===== config.mk =====
export PLATFORM = sky130hd
export DESIGN_NAME = sparse_fiber_stats
export DESIGN_NICKNAME = d
export VERILOG_FILES = /design/src/rtl/core/sfs_pkg.sv /design/src/rtl/core/sparse_fiber_stats.sv /design/src/rtl/core/sfs_div.sv /design/src/rtl/core/sfs_ctrl.sv /design/src/rtl/core/sfs_dp.sv
export VERILOG_INCLUDE_DIRS = /design/src /design/src/rtl/core
export SDC_FILE = /design/constraint.sdc
export NUM_CORES = 2
export LEC_CHECK = 0
export BUFFER_PORTS_ARGS = -buffer_cell sky130_fd_sc_hd__buf_4
export CELL_PAD_IN_SITES_DETAIL_PLACEMENT = 1
export CELL_PAD_IN_SITES_GLOBAL_PLACEMENT = 1
export CORE_MARGIN = 1.5
export CORE_UTILIZATION = 44
export CTS_CLUSTER_DIAMETER = 30
export DETAILED_ROUTE_END_ITERATION = 10
export PLACE_DENSITY = 0.85
export SYNTH_ARGS = -nofsm -noshare
export SYNTH_HDL_FRONTEND = slang
export SYNTH_HIERARCHICAL = 1
export SYNTH_SLANG_ARGS = --single-unit

===== constraint.sdc =====
create_clock -name clk -period 5.9 [get_ports clk]
set_input_delay 1.18 -clock clk [delete_from_list [all_inputs] [get_ports clk]]
set_output_delay 1.18 -clock clk [all_outputs]
set_load 0.01 [all_outputs]

===== src/rtl/core/assert_macros.svh =====
// ----------------------------------------------------------------------------
// assert_macros.svh
// Assertion macros shared by the RTL; empty bodies under synthesis.
// ----------------------------------------------------------------------------
`ifndef ASSERT_MACROS_SVH
`define ASSERT_MACROS_SVH

`ifndef SYNTHESIS
`define ASSERT_IMPLY(label, clk, rst_n, a, b) \
    label: assert property (@(posedge clk) disable iff (!rst_n) (a) |-> (b)) \
        else $error("assertion failed");
`define ASSERT_NEXT(label, clk, rst_n, a, b) \
    label: assert property (@(posedge clk) disable iff (!rst_n) (a) |=> (b)) \
        else $error("assertion failed");
`else
`define ASSERT_IMPLY(label, clk, rst_n, a, b)
`define ASSERT_NEXT(label, clk, rst_n, a, b)
`endif

`endif


===== src/rtl/core/sfs_pkg.sv =====
// ----------------------------------------------------------------------------
// sfs_pkg
// Types and constants shared by the sparse fiber statistics block.
// ----------------------------------------------------------------------------
`default_nettype none

package sfs_pkg;

    localparam int STAT_W     = 32;
    localparam int SUM_W      = 64;
    localparam int CFG_IDX_W  = 1;
    localparam int CFG_DATA_W = 3;

    localparam logic [CFG_IDX_W-1:0] REG_MODE = 1'b0;
    localparam logic [CFG_IDX_W-1:0] REG_DIMS = 1'b1;

    localparam logic [1:0] MODE_RESET = 2'd0;
    localparam logic [2:0] DIMS_RESET = 3'd4;

    localparam logic KIND_FIBER   = 1'b0;
    localparam logic KIND_SUMMARY = 1'b1;

    typedef enum logic [1:0] {
        DIV_FIBER   = 2'd0,
        DIV_AVG_BW  = 2'd1,
        DIV_AVG_DEN = 2'd2
    } div_sel_t;

    typedef struct packed {
        logic     latch;
        logic     div_start;
        div_sel_t div_sel;
        logic     close_fiber;
        logic     close_last;
        logic     update;
        logic     save_abw;
        logic     put_summary;
    } sfs_cmd_t;

    typedef struct packed {
        logic split;
        logic final_flag;
        logic div_done;
        logic out_free;
    } sfs_stat_t;

endpackage

`default_nettype wire


===== src/rtl/core/sparse_fiber_stats.sv =====
// ----------------------------------------------------------------------------
// sparse_fiber_stats
// Per-fiber bandwidth and density of a sorted sparse coordinate stream.
// ----------------------------------------------------------------------------
// Takes one coordinate at a time. A request that closes no fiber passes only
// through the compare and update steps. Closing a fiber adds a division:
// a 32-step restoring divider computes the density, one quotient bit per cycle,
// and the result is then handed to the output register; a density that
// saturates skips the divider steps. The request marked tlast also closes
// its fiber and runs two divisions for the averages, each skipping its steps
// when its quotient saturates. Results wait in an output register, so the next
// request is taken while a result is still pending; each closing step stalls
// only until the output register frees. Configuration is written on the cfg
// channel, which is always ready; write it only while no request is in flight.
`default_nettype none

`include "assert_macros.svh"

module sparse_fiber_stats #(
    parameter int DIMS       = 4,
    parameter int COORD_BITS = 16
) (
    input  wire logic                                clk,
    input  wire logic                                rst_n,
    input  wire logic                                cfg_valid,
    output logic                                     cfg_ready,
    input  wire logic [sfs_pkg::CFG_IDX_W-1:0]       cfg_index,
    input  wire logic [sfs_pkg::CFG_DATA_W-1:0]      cfg_data,
    input  wire logic                                s_axis_tvalid,
    output logic                                     s_axis_tready,
    // coord_0, coord_1, ... coord_(DIMS-1)
    input  wire logic [((DIMS*COORD_BITS+7)/8)*8-1:0] s_axis_tdata,
    input  wire logic                                s_axis_tlast,
    output logic                                     m_axis_tvalid,
    input  wire logic                                m_axis_tready,
    // fiber_span, fiber_nonzeros, fiber_fill, mean_span,
    // mean_fill, fiber_total, nonzero_total
    output logic [((COORD_BITS+1+6*sfs_pkg::STAT_W+7)/8)*8-1:0] m_axis_tdata,
    // kind
    output logic                                     m_axis_tuser,
    output logic                                     m_axis_tlast
);
    import sfs_pkg::*;

    localparam int OUT_RAW = COORD_BITS + 1 + 6 * STAT_W;
    localparam int OUT_W   = ((OUT_RAW + 7) / 8) * 8;

    sfs_cmd_t           cmd;
    sfs_stat_t          stat;
    logic [OUT_RAW-1:0] out_data;

    sfs_ctrl u_ctrl (
        .clk      (clk),
        .rst_n    (rst_n),
        .in_valid (s_axis_tvalid),
        .in_ready (s_axis_tready),
        .stat     (stat),
        .cmd      (cmd)
    );

    sfs_dp #(
        .DIMS       (DIMS),
        .COORD_BITS (COORD_BITS)
    ) u_dp (
        .clk       (clk),
        .rst_n     (rst_n),
        .cfg_valid (cfg_valid),
        .cfg_ready (cfg_ready),
        .cfg_index (cfg_index),
        .cfg_data  (cfg_data),
        .in_data   (s_axis_tdata[DIMS*COORD_BITS-1:0]),
        .in_last   (s_axis_tlast),
        .cmd       (cmd),
        .stat      (stat),
        .out_valid (m_axis_tvalid),
        .out_ready (m_axis_tready),
        .out_kind  (m_axis_tuser),
        .out_last  (m_axis_tlast),
        .out_data  (out_data)
    );

    assign m_axis_tdata = OUT_W'(out_data);

    `ASSERT_IMPLY(a_close_free, clk, rst_n, cmd.close_fiber, stat.out_free)
    `ASSERT_IMPLY(a_summary_free, clk, rst_n, cmd.put_summary, stat.out_free)
    `ASSERT_NEXT(a_one_at_a_time, clk, rst_n, s_axis_tvalid && s_axis_tready, !s_axis_tready)

endmodule

`default_nettype wire


===== src/rtl/core/sfs_div.sv =====
// ----------------------------------------------------------------------------
// sfs_div
// Radix-2 restoring divider: floor(num * 2^16 / den) or floor(num / den),
// saturated to 32 bits. One quotient bit per cycle.
// ----------------------------------------------------------------------------
`default_nettype none

module sfs_div (
    input  wire logic        clk,
    input  wire logic        rst_n,
    input  wire logic        start,
    input  wire logic        shift16,
    input  wire logic [63:0] num,
    input  wire logic [31:0] den,
    output logic             done,
    output logic [31:0]      quot
);
    import sfs_pkg::*;

    logic        busy_reg, busy_next;
    logic        done_reg, done_next;
    logic [5:0]  cnt_reg, cnt_next;
    logic [31:0] rem_reg, rem_next;
    logic [31:0] bits_reg, bits_next;
    logic [31:0] den_reg, den_next;
    logic [95:0] x;
    logic        sat;
    logic [32:0] t;
    logic [32:0] diff;
    logic        ge;

    always_comb
    begin
        x    = shift16 ? {16'b0, num, 16'b0} : {32'b0, num};
        sat  = x[95:32] >= {32'b0, den};
        t    = {rem_reg, bits_reg[31]};
        ge   = t >= {1'b0, den_reg};
        diff = t - {1'b0, den_reg};

        busy_next = busy_reg;
        done_next = 1'b0;
        cnt_next  = cnt_reg;
        rem_next  = rem_reg;
        bits_next = bits_reg;
        den_next  = den_reg;
        if (start)
        begin
            den_next = den;
            if (sat)
            begin
                bits_next = '1;
                done_next = 1'b1;
                busy_next = 1'b0;
            end
            else
            begin
                rem_next  = x[63:32];
                bits_next = x[31:0];
                cnt_next  = 6'd32;
                busy_next = 1'b1;
            end
        end
        else if (busy_reg)
        begin
            rem_next  = ge ? diff[31:0] : t[31:0];
            bits_next = {bits_reg[30:0], ge};
            cnt_next  = cnt_reg - 6'd1;
            if (cnt_reg == 6'd1)
            begin
                busy_next = 1'b0;
                done_next = 1'b1;
            end
        end
    end

    always_ff @(posedge clk or negedge rst_n)
    begin
        if (!rst_n)
        begin
            busy_reg <= 1'b0;
            done_reg <= 1'b0;
            cnt_reg  <= '0;
        end
        else
        begin
            busy_reg <= busy_next;
            done_reg <= done_next;
            cnt_reg  <= cnt_next;
        end
    end

    always_ff @(posedge clk)
    begin
        rem_reg  <= rem_next;
        bits_reg <= bits_next;
        den_reg  <= den_next;
    end

    assign done = done_reg;
    assign quot = bits_reg;

endmodule

`default_nettype wire


===== src/rtl/core/sfs_ctrl.sv =====
// ----------------------------------------------------------------------------
// sfs_ctrl
// Sequencer: compare, close, update, and summary steps for each request.
// ----------------------------------------------------------------------------
`default_nettype none

module sfs_ctrl (
    input  wire logic              clk,
    input  wire logic              rst_n,
    input  wire logic              in_valid,
    output logic                   in_ready,
    input  wire sfs_pkg::sfs_stat_t stat,
    output sfs_pkg::sfs_cmd_t      cmd
);
    import sfs_pkg::*;

    typedef enum logic [11:0] {
        ST_IDLE   = 12'b0000_0000_0001,
        ST_CHECK  = 12'b0000_0000_0010,
        ST_CDIV   = 12'b0000_0000_0100,
        ST_CPUT   = 12'b0000_0000_1000,
        ST_UPD    = 12'b0000_0001_0000,
        ST_FSTART = 12'b0000_0010_0000,
        ST_FDIV   = 12'b0000_0100_0000,
        ST_FPUT   = 12'b0000_1000_0000,
        ST_ASTART = 12'b0001_0000_0000,
        ST_ADIV   = 12'b0010_0000_0000,
        ST_DDIV   = 12'b0100_0000_0000,
        ST_SPUT   = 12'b1000_0000_0000
    } state_t;

    state_t state_reg, state_next;

    always_comb
    begin
        state_next = state_reg;
        cmd        = '0;
        cmd.div_sel = DIV_FIBER;
        in_ready   = 1'b0;
        unique case (state_reg)
            ST_IDLE:
            begin
                in_ready = 1'b1;
                if (in_valid)
                begin
                    cmd.latch  = 1'b1;
                    state_next = ST_CHECK;
                end
            end
            ST_CHECK:
            begin
                if (stat.split)
                begin
                    cmd.div_start = 1'b1;
                    state_next    = ST_CDIV;
                end
                else
                begin
                    state_next = ST_UPD;
                end
            end
            ST_CDIV:
            begin
                if (stat.div_done)
                    state_next = ST_CPUT;
            end
            ST_CPUT:
            begin
                if (stat.out_free)
                begin
                    cmd.close_fiber = 1'b1;
                    cmd.close_last  = !stat.final_flag;
                    state_next      = ST_UPD;
                end
            end
            ST_UPD:
            begin
                cmd.update = 1'b1;
                state_next = stat.final_flag ? ST_FSTART : ST_IDLE;
            end
            ST_FSTART:
            begin
                cmd.div_start = 1'b1;
                state_next    = ST_FDIV;
            end
            ST_FDIV:
            begin
                if (stat.div_done)
                    state_next = ST_FPUT;
            end
            ST_FPUT:
            begin
                if (stat.out_free)
                begin
                    cmd.close_fiber = 1'b1;
                    state_next      = ST_ASTART;
                end
            end
            ST_ASTART:
            begin
                cmd.div_start = 1'b1;
                cmd.div_sel   = DIV_AVG_BW;
                state_next    = ST_ADIV;
            end
            ST_ADIV:
            begin
                cmd.div_sel = DIV_AVG_DEN;
                if (stat.div_done)
                begin
                    cmd.save_abw  = 1'b1;
                    cmd.div_start = 1'b1;
                    state_next    = ST_DDIV;
                end
            end
            ST_DDIV:
            begin
                if (stat.div_done)
                    state_next = ST_SPUT;
            end
            ST_SPUT:
            begin
                if (stat.out_free)
                begin
                    cmd.put_summary = 1'b1;
                    state_next      = ST_IDLE;
                end
            end
            default:
            begin
                state_next = ST_IDLE;
            end
        endcase
    end

    always_ff @(posedge clk or negedge rst_n)
    begin
        if (!rst_n)
            state_reg <= ST_IDLE;
        else
            state_reg <= state_next;
    end

endmodule

`default_nettype wire


===== src/rtl/core/sfs_dp.sv =====
// ----------------------------------------------------------------------------
// sfs_dp
// Datapath: configuration, fiber key and bounds, totals, divider, result
// register.
// ----------------------------------------------------------------------------
`default_nettype none

module sfs_dp #(
    parameter int DIMS       = 4,
    parameter int COORD_BITS = 16
) (
    input  wire logic                                clk,
    input  wire logic                                rst_n,
    input  wire logic                                cfg_valid,
    output logic                                     cfg_ready,
    input  wire logic [sfs_pkg::CFG_IDX_W-1:0]       cfg_index,
    input  wire logic [sfs_pkg::CFG_DATA_W-1:0]      cfg_data,
    input  wire logic [DIMS*COORD_BITS-1:0]          in_data,
    input  wire logic                                in_last,
    input  wire sfs_pkg::sfs_cmd_t                   cmd,
    output sfs_pkg::sfs_stat_t                       stat,
    output logic                                     out_valid,
    input  wire logic                                out_ready,
    output logic                                     out_kind,
    output logic                                     out_last,
    output logic [COORD_BITS+1+6*sfs_pkg::STAT_W-1:0] out_data
);
    import sfs_pkg::*;

    localparam int IDX_W = $clog2(DIMS);
    localparam int BW_W  = COORD_BITS + 1;

    logic [1:0]            mode_reg;
    logic [2:0]            dims_reg;
    logic [COORD_BITS-1:0] coord_reg [DIMS];
    logic                  final_reg;
    logic [COORD_BITS-1:0] key_reg [DIMS];
    logic [COORD_BITS-1:0] key_next [DIMS];
    logic                  open_reg, open_next;
    logic [COORD_BITS-1:0] low_reg, low_next;
    logic [COORD_BITS-1:0] high_reg, high_next;
    logic [STAT_W-1:0]     cnt_reg, cnt_next;
    logic [STAT_W-1:0]     fibers_reg, fibers_next;
    logic [STAT_W-1:0]     nz_reg, nz_next;
    logic [SUM_W-1:0]      bw_sum_reg, bw_sum_next;
    logic [SUM_W-1:0]      den_sum_reg, den_sum_next;
    logic [STAT_W-1:0]     abw_reg;

    logic                  ov_reg, ov_next;
    logic                  ok_reg, ol_reg;
    logic [BW_W-1:0]       o_bw_reg;
    logic [STAT_W-1:0]     o_nz_reg, o_den_reg, o_abw_reg, o_aden_reg, o_ft_reg, o_nt_reg;

    logic [IDX_W-1:0]      m_idx;
    logic                  differ;
    logic [COORD_BITS-1:0] v;
    logic [BW_W-1:0]       bw;
    logic [SUM_W:0]        bw_add, den_add;
    logic [SUM_W-1:0]      div_num;
    logic [STAT_W-1:0]     div_den;
    logic                  div_shift;
    logic                  div_done;
    logic [STAT_W-1:0]     quot;
    logic                  out_free;

    sfs_div u_div (
        .clk     (clk),
        .rst_n   (rst_n),
        .start   (cmd.div_start),
        .shift16 (div_shift),
        .num     (div_num),
        .den     (div_den),
        .done    (div_done),
        .quot    (quot)
    );

    always_comb
    begin
        m_idx  = (int'(mode_reg) < DIMS) ? IDX_W'(mode_reg) : '0;
        differ = 1'b0;
        for (int i = 0; i < DIMS; i++)
        begin
            if (i < int'(dims_reg) && i != int'(m_idx) && coord_reg[i] != key_reg[i])
                differ = 1'b1;
        end
        v       = coord_reg[m_idx];
        bw      = {1'b0, high_reg} - {1'b0, low_reg} + BW_W'(1);
        bw_add  = {1'b0, bw_sum_reg} + (SUM_W + 1)'(bw);
        den_add = {1'b0, den_sum_reg} + (SUM_W + 1)'(quot);
        out_free = !ov_reg || out_ready;

        case (cmd.div_sel)
            DIV_AVG_BW:
            begin
                div_num   = bw_sum_reg;
                div_den   = (fibers_reg == '0) ? STAT_W'(1) : fibers_reg;
                div_shift = 1'b1;
            end
            DIV_AVG_DEN:
            begin
                div_num   = den_sum_reg;
                div_den   = (fibers_reg == '0) ? STAT_W'(1) : fibers_reg;
                div_shift = 1'b0;
            end
            default:
            begin
                div_num   = SUM_W'(bw);
                div_den   = (cnt_reg == '0) ? STAT_W'(1) : cnt_reg;
                div_shift = 1'b1;
            end
        endcase
    end

    always_comb
    begin
        key_next     = key_reg;
        open_next    = open_reg;
        low_next     = low_reg;
        high_next    = high_reg;
        cnt_next     = cnt_reg;
        fibers_next  = fibers_reg;
        nz_next      = nz_reg;
        bw_sum_next  = bw_sum_reg;
        den_sum_next = den_sum_reg;
        ov_next      = ov_reg && !out_ready;

        if (cmd.close_fiber)
        begin
            bw_sum_next  = bw_add[SUM_W] ? '1 : bw_add[SUM_W-1:0];
            den_sum_next = den_add[SUM_W] ? '1 : den_add[SUM_W-1:0];
            fibers_next  = (fibers_reg == '1) ? fibers_reg : fibers_reg + STAT_W'(1);
            open_next    = 1'b0;
            ov_next      = 1'b1;
        end
        if (cmd.update)
        begin
            if (!open_reg)
            begin
                key_next  = coord_reg;
                low_next  = v;
                high_next = v;
                cnt_next  = STAT_W'(1);
                open_next = 1'b1;
            end
            else
            begin
                if (v < low_reg)
                    low_next = v;
                if (v > high_reg)
                    high_next = v;
                cnt_next = (cnt_reg == '1) ? cnt_reg : cnt_reg + STAT_W'(1);
            end
            nz_next = (nz_reg == '1) ? nz_reg : nz_reg + STAT_W'(1);
        end
        if (cmd.put_summary)
        begin
            for (int i = 0; i < DIMS; i++)
                key_next[i] = '0;
            open_next    = 1'b0;
            low_next     = '1;
            high_next    = '0;
            cnt_next     = '0;
            fibers_next  = '0;
            nz_next      = '0;
            bw_sum_next  = '0;
            den_sum_next = '0;
            ov_next      = 1'b1;
        end
    end

    always_ff @(posedge clk or negedge rst_n)
    begin
        if (!rst_n)
        begin
            mode_reg    <= MODE_RESET;
            dims_reg    <= DIMS_RESET;
            for (int i = 0; i < DIMS; i++)
                key_reg[i] <= '0;
            open_reg    <= 1'b0;
            low_reg     <= '1;
            high_reg    <= '0;
            cnt_reg     <= '0;
            fibers_reg  <= '0;
            nz_reg      <= '0;
            bw_sum_reg  <= '0;
            den_sum_reg <= '0;
            ov_reg      <= 1'b0;
        end
        else
        begin
            if (cfg_valid)
            begin
                unique case (cfg_index)
                    REG_MODE: mode_reg <= cfg_data[1:0];
                    REG_DIMS: dims_reg <= cfg_data;
                    default:  ;
                endcase
            end
            key_reg     <= key_next;
            open_reg    <= open_next;
            low_reg     <= low_next;
            high_reg    <= high_next;
            cnt_reg     <= cnt_next;
            fibers_reg  <= fibers_next;
            nz_reg      <= nz_next;
            bw_sum_reg  <= bw_sum_next;
            den_sum_reg <= den_sum_next;
            ov_reg      <= ov_next;
        end
    end

    always_ff @(posedge clk)
    begin
        if (cmd.latch)
        begin
            for (int i = 0; i < DIMS; i++)
                coord_reg[i] <= in_data[i*COORD_BITS +: COORD_BITS];
            final_reg <= in_last;
        end
        if (cmd.save_abw)
            abw_reg <= quot;
        if (cmd.close_fiber)
        begin
            ok_reg     <= KIND_FIBER;
            ol_reg     <= cmd.close_last;
            o_bw_reg   <= bw;
            o_nz_reg   <= cnt_reg;
            o_den_reg  <= quot;
            o_abw_reg  <= '0;
            o_aden_reg <= '0;
            o_ft_reg   <= '0;
            o_nt_reg   <= '0;
        end
        if (cmd.put_summary)
        begin
            ok_reg     <= KIND_SUMMARY;
            ol_reg     <= 1'b1;
            o_bw_reg   <= '0;
            o_nz_reg   <= '0;
            o_den_reg  <= '0;
            o_abw_reg  <= abw_reg;
            o_aden_reg <= quot;
            o_ft_reg   <= fibers_reg;
            o_nt_reg   <= nz_reg;
        end
    end

    assign cfg_ready       = 1'b1;
    assign stat.split      = open_reg && differ;
    assign stat.final_flag = final_reg;
    assign stat.div_done   = div_done;
    assign stat.out_free   = out_free;
    assign out_valid       = ov_reg;
    assign out_kind        = ok_reg;
    assign out_last        = ol_reg;
    assign out_data        = {o_nt_reg, o_ft_reg, o_aden_reg, o_abw_reg,
                              o_den_reg, o_nz_reg, o_bw_reg};

endmodule

`default_nettype wire

==> metrics <==
f_max 173 MHz; initial antenna violation count 5; worst hold path class in -> async; clock sink count 751; first-pass GRT wire length 218 mm; FF/Latch Area 20,000 um2; Net Sw Frac 39.1%; final net count 4,444; I/O pins 295; H-tree Lvls 4; top_reg_cell synth dfrtp_1; leading area contributor after synthesis edfxtp_1; setup slack after layout 0.125 ns; starting density of the core 44.3%; Clk network pwr share 33.9%; Slowest-stage cell, CP dfstp_2; Vias 34,500; critical path fanouts, max 12; multi-input logic area 19,100 um2; Post-synth EDFFs 321; switching power 0.0122 W; Critical Path AT 6.25 ns; first drt pass iteration count 6; CP top delay family compound AO/OA/AOI/OAI gates; Worst-Margin Slew 1.09 ns; gpl congestion 0.942; I/O Buffers 286; DR iter-0 viols 3,509; Design Area, Final 50,600 um2; Post-DP Area 43,900 um2; Final Setup Violations 0; Combinational Power Share 40.8%; share of power burned in registers 25.3%; top cells by area, synth edfxtp_1 24%, dfrtp_1 20%, ha_1 5.7%; largest net degree at the start of global routing 182; fin. max-slew vios 0; Tmin final 5.78 ns; post-synth top area share 23.8%; Pleak 20.8 nW; die width 306 um; r2r startpoint u_dp/low_reg[2]; critical path class reg -> reg; Worst-path clk slew 0.05 ns; Peak supply drop 463 uV; reg2reg path depth 23; Avg WL per Cell 25.8 um; die area 93,900 um2; DRT Wirelength 143 mm; max_slew headroom 27.6%; Post-route DRC 0; ANT cells 0; Final Hold Viols 0; Cell Area, Synth 40,500 um2; Cells after Synth 3,848; FF+latch count, synth 751; Die Y-Extent 306 um; PD cells 618 nW/um2; worst path cell trace inv_1, ha_1, ha_1, a21o_1, a21oi_1, nand2b_1, a211o_1, a31o_2, o211a_1, a311oi_4, nand2_2, o21ai_2, mux2i_1, ha_1, nand2b_1, a21o_1, a21o_1, a21o_1, a21oi_1, o21ai_1, a2111oi_4, nand2b_4, clkbuf_16; All-Layer GR Usage 29.8%; Synth Warn # 6; core box area 91,400 um2; reg-to-reg slack, setup 0.12 ns; Int Pwr 0.0190 W; later-pin clock latency in the skew report 0.79 ns; Worst Setup End Kind flip-flop; syn_area_per_cell 10.5 um2; gr ovfl total 0; Worst Path Buf+Inv 2; Worst Path Required 6.37 ns; Row Count 111; Vias/cell 6.24; Root Driver clkbuf_16; Post-synth ARST share 46.2%; dpl hpwl 90.7 mm; vias in the first global route 36,400; Fillers 9,543; maximum buffer depth of the clock tree 3; share of cells above drive strength 1 18.8%; Startpoint Class flip-flop; max_cap viols 0; CTS tree yes; post-route ant nets 0; CTS buffer count 178; worst clock skew 0.0445 ns; fin crit share 97.9%; Crit Reg-Reg Endpoint u_dp/u_div/rem_reg[14]; Layout area overhead 24.8%; cell mode on critical path a21o_1; Hold Buf Count CTS 0; worst slack, placed -0.101 ns; run status finished, final reports clean; CP peak stage delay 0.51 ns; sequential cell area fraction in the yosys report 49.4%; Synth cell types 105
-- routing by layer --
metal	vias to the layer above	track usage, %	part of all wire (%)
met5	-	0	0.030
met4	6	14.1	4.6
met3	424	6.55	7.8
met2	1755	49.7	48
met1	17400	36.7	39
li1	14900	-	-
-- layout by cell type (no fill, tap or decap), types with 46 or more instances in the layout --
master / Yosys / routed
a21o_1: 83 / 83
a21oi_1: 211 / 209
a22o_1: 108 / 108
a22oi_1: 63 / 63
a311oi_1: 60 / 59
and2_1: 145 / 141
and3_1: 58 / 58
buf_4: 17 / 340
clkbuf_16: 0 / 187
dfrtp_1: 329 / 329
dfxtp_1: 83 / 83
edfxtp_1: 321 / 321
ha_1: 184 / 182
inv_1: 163 / 161
mux2i_1: 141 / 141
nand2_1: 196 / 195
nand3_1: 54 / 53
nand4_1: 70 / 70
nor2_1: 445 / 443
nor3_1: 62 / 61
nor4_1: 48 / 46
o21ai_0: 104 / 99
xnor2_1: 119 / 119
xor2_1: 96 / 96
-- stage by stage --
stage               TNS [ns]  std cells  total power (W)  hold WS, ns  utilization (%)
floorplan                  0       3854           0.0160        0.464                -
global placement           0       5183           0.0193        0.450             48.0
detailed placement    -0.904       5183           0.0198        0.452             48.0
CTS                        0       5521           0.0310        0.462             55.2
global route          -0.308       5526           0.0327        0.498             55.3
finish                     0       5526           0.0313        0.456             55.3
-- worst reg2reg max path, stage by stage, from the launching register on --
cell	delay, ns
dfstp_2	0.51
inv_1	0.06
ha_1	0.34
ha_1	0.31
a21o_1	0.11
a21oi_1	0.10
nand2b_1	0.21
a211o_1	0.31
a31o_2	0.25
o211a_1	0.26
a311oi_4	0.34
nand2_2	0.13
o21ai_2	0.11
mux2i_1	0.16
ha_1	0.32
nand2b_1	0.15
a21o_1	0.19
a21o_1	0.18
a21o_1	0.17
a21oi_1	0.15
o21ai_1	0.12
a2111oi_4	0.50
nand2b_4	0.28
clkbuf_16	0.22
-- final cells by class --
cell class / instances / area share (%)
Sequential cell: 751 / 39.6
Multi-Input combinational cell: 2731 / 37.9
Clock buffer: 222 / 9.77
Timing Repair Buffer: 353 / 5.54
Clock inverter: 116 / 3.09
Tap cell: 1186 / 2.93
Inverter: 167 / 1.25
-- cells by family after synthesis --
logic type               share of synthesized area [%]
multiplexers                                      5.48
adder cells (fa/ha/maj)                           5.88
buffers and inverters                             3.79
other                                           0.0185
AO/OA/AOI/OAI                                     15.5
XOR/XNOR                                          4.65
flip-flops                                        49.4
AND/OR/NAND/NOR                                   15.3
-- how the worst max path moves through the flow --
stage / endpoint / from / slack, ns / cells after the start
6_report: u_dp/u_div/rem_reg[14] / u_dp/low_reg[2] / 0.12 / 23
3_5_place_dp: u_dp/u_div/cnt_reg[4] / u_dp/low_reg[2] / -0.10 / 24
2_1_floorplan: u_dp/u_div/rem_reg[0] / u_ctrl/state_reg[6] / 0.02 / 20
5_1_grt: u_dp/bw_sum_reg[55] / u_dp/high_reg[1] / -0.03 / 25
4_1_cts: u_dp/u_div/cnt_reg[4] / u_dp/low_reg[2] / 0.03 / 24
3_3_place_gp: u_dp/u_div/cnt_reg[4] / u_dp/low_reg[2] / 0.01 / 24
-- cells in the mapped netlist (83+ instances only) --
cell type  count
xor2_1        96
inv_1        163
dfxtp_1       83
dfrtp_1      329
a21oi_1      211
mux2i_1      141
nand2_1      196
o21ai_0      104
a21o_1        83
xnor2_1      119
ha_1         184
edfxtp_1     321
and2_1       145
nor2_1       445
a22o_1       108
clkbuf_1     130
-- repair_timing --
item | in CTS | in global routing
buffers inserted | 0 | 3
gates resized for setup | 4 | 22
cloned | 0 | 2
pin swaps | 0 | 4
setup endpoints to repair | 58 | 83
-- power groups by stage --
stage               clock (W)  sequential, W  combinational (W)
finish                 0.0106        0.00792             0.0127
global route           0.0110        0.00800             0.0138
CTS                    0.0107        0.00788             0.0124
detailed placement          0        0.00789             0.0119
global placement            0        0.00782             0.0115
floorplan                   0        0.00750            0.00852
(Power assumes the default switching activity.)
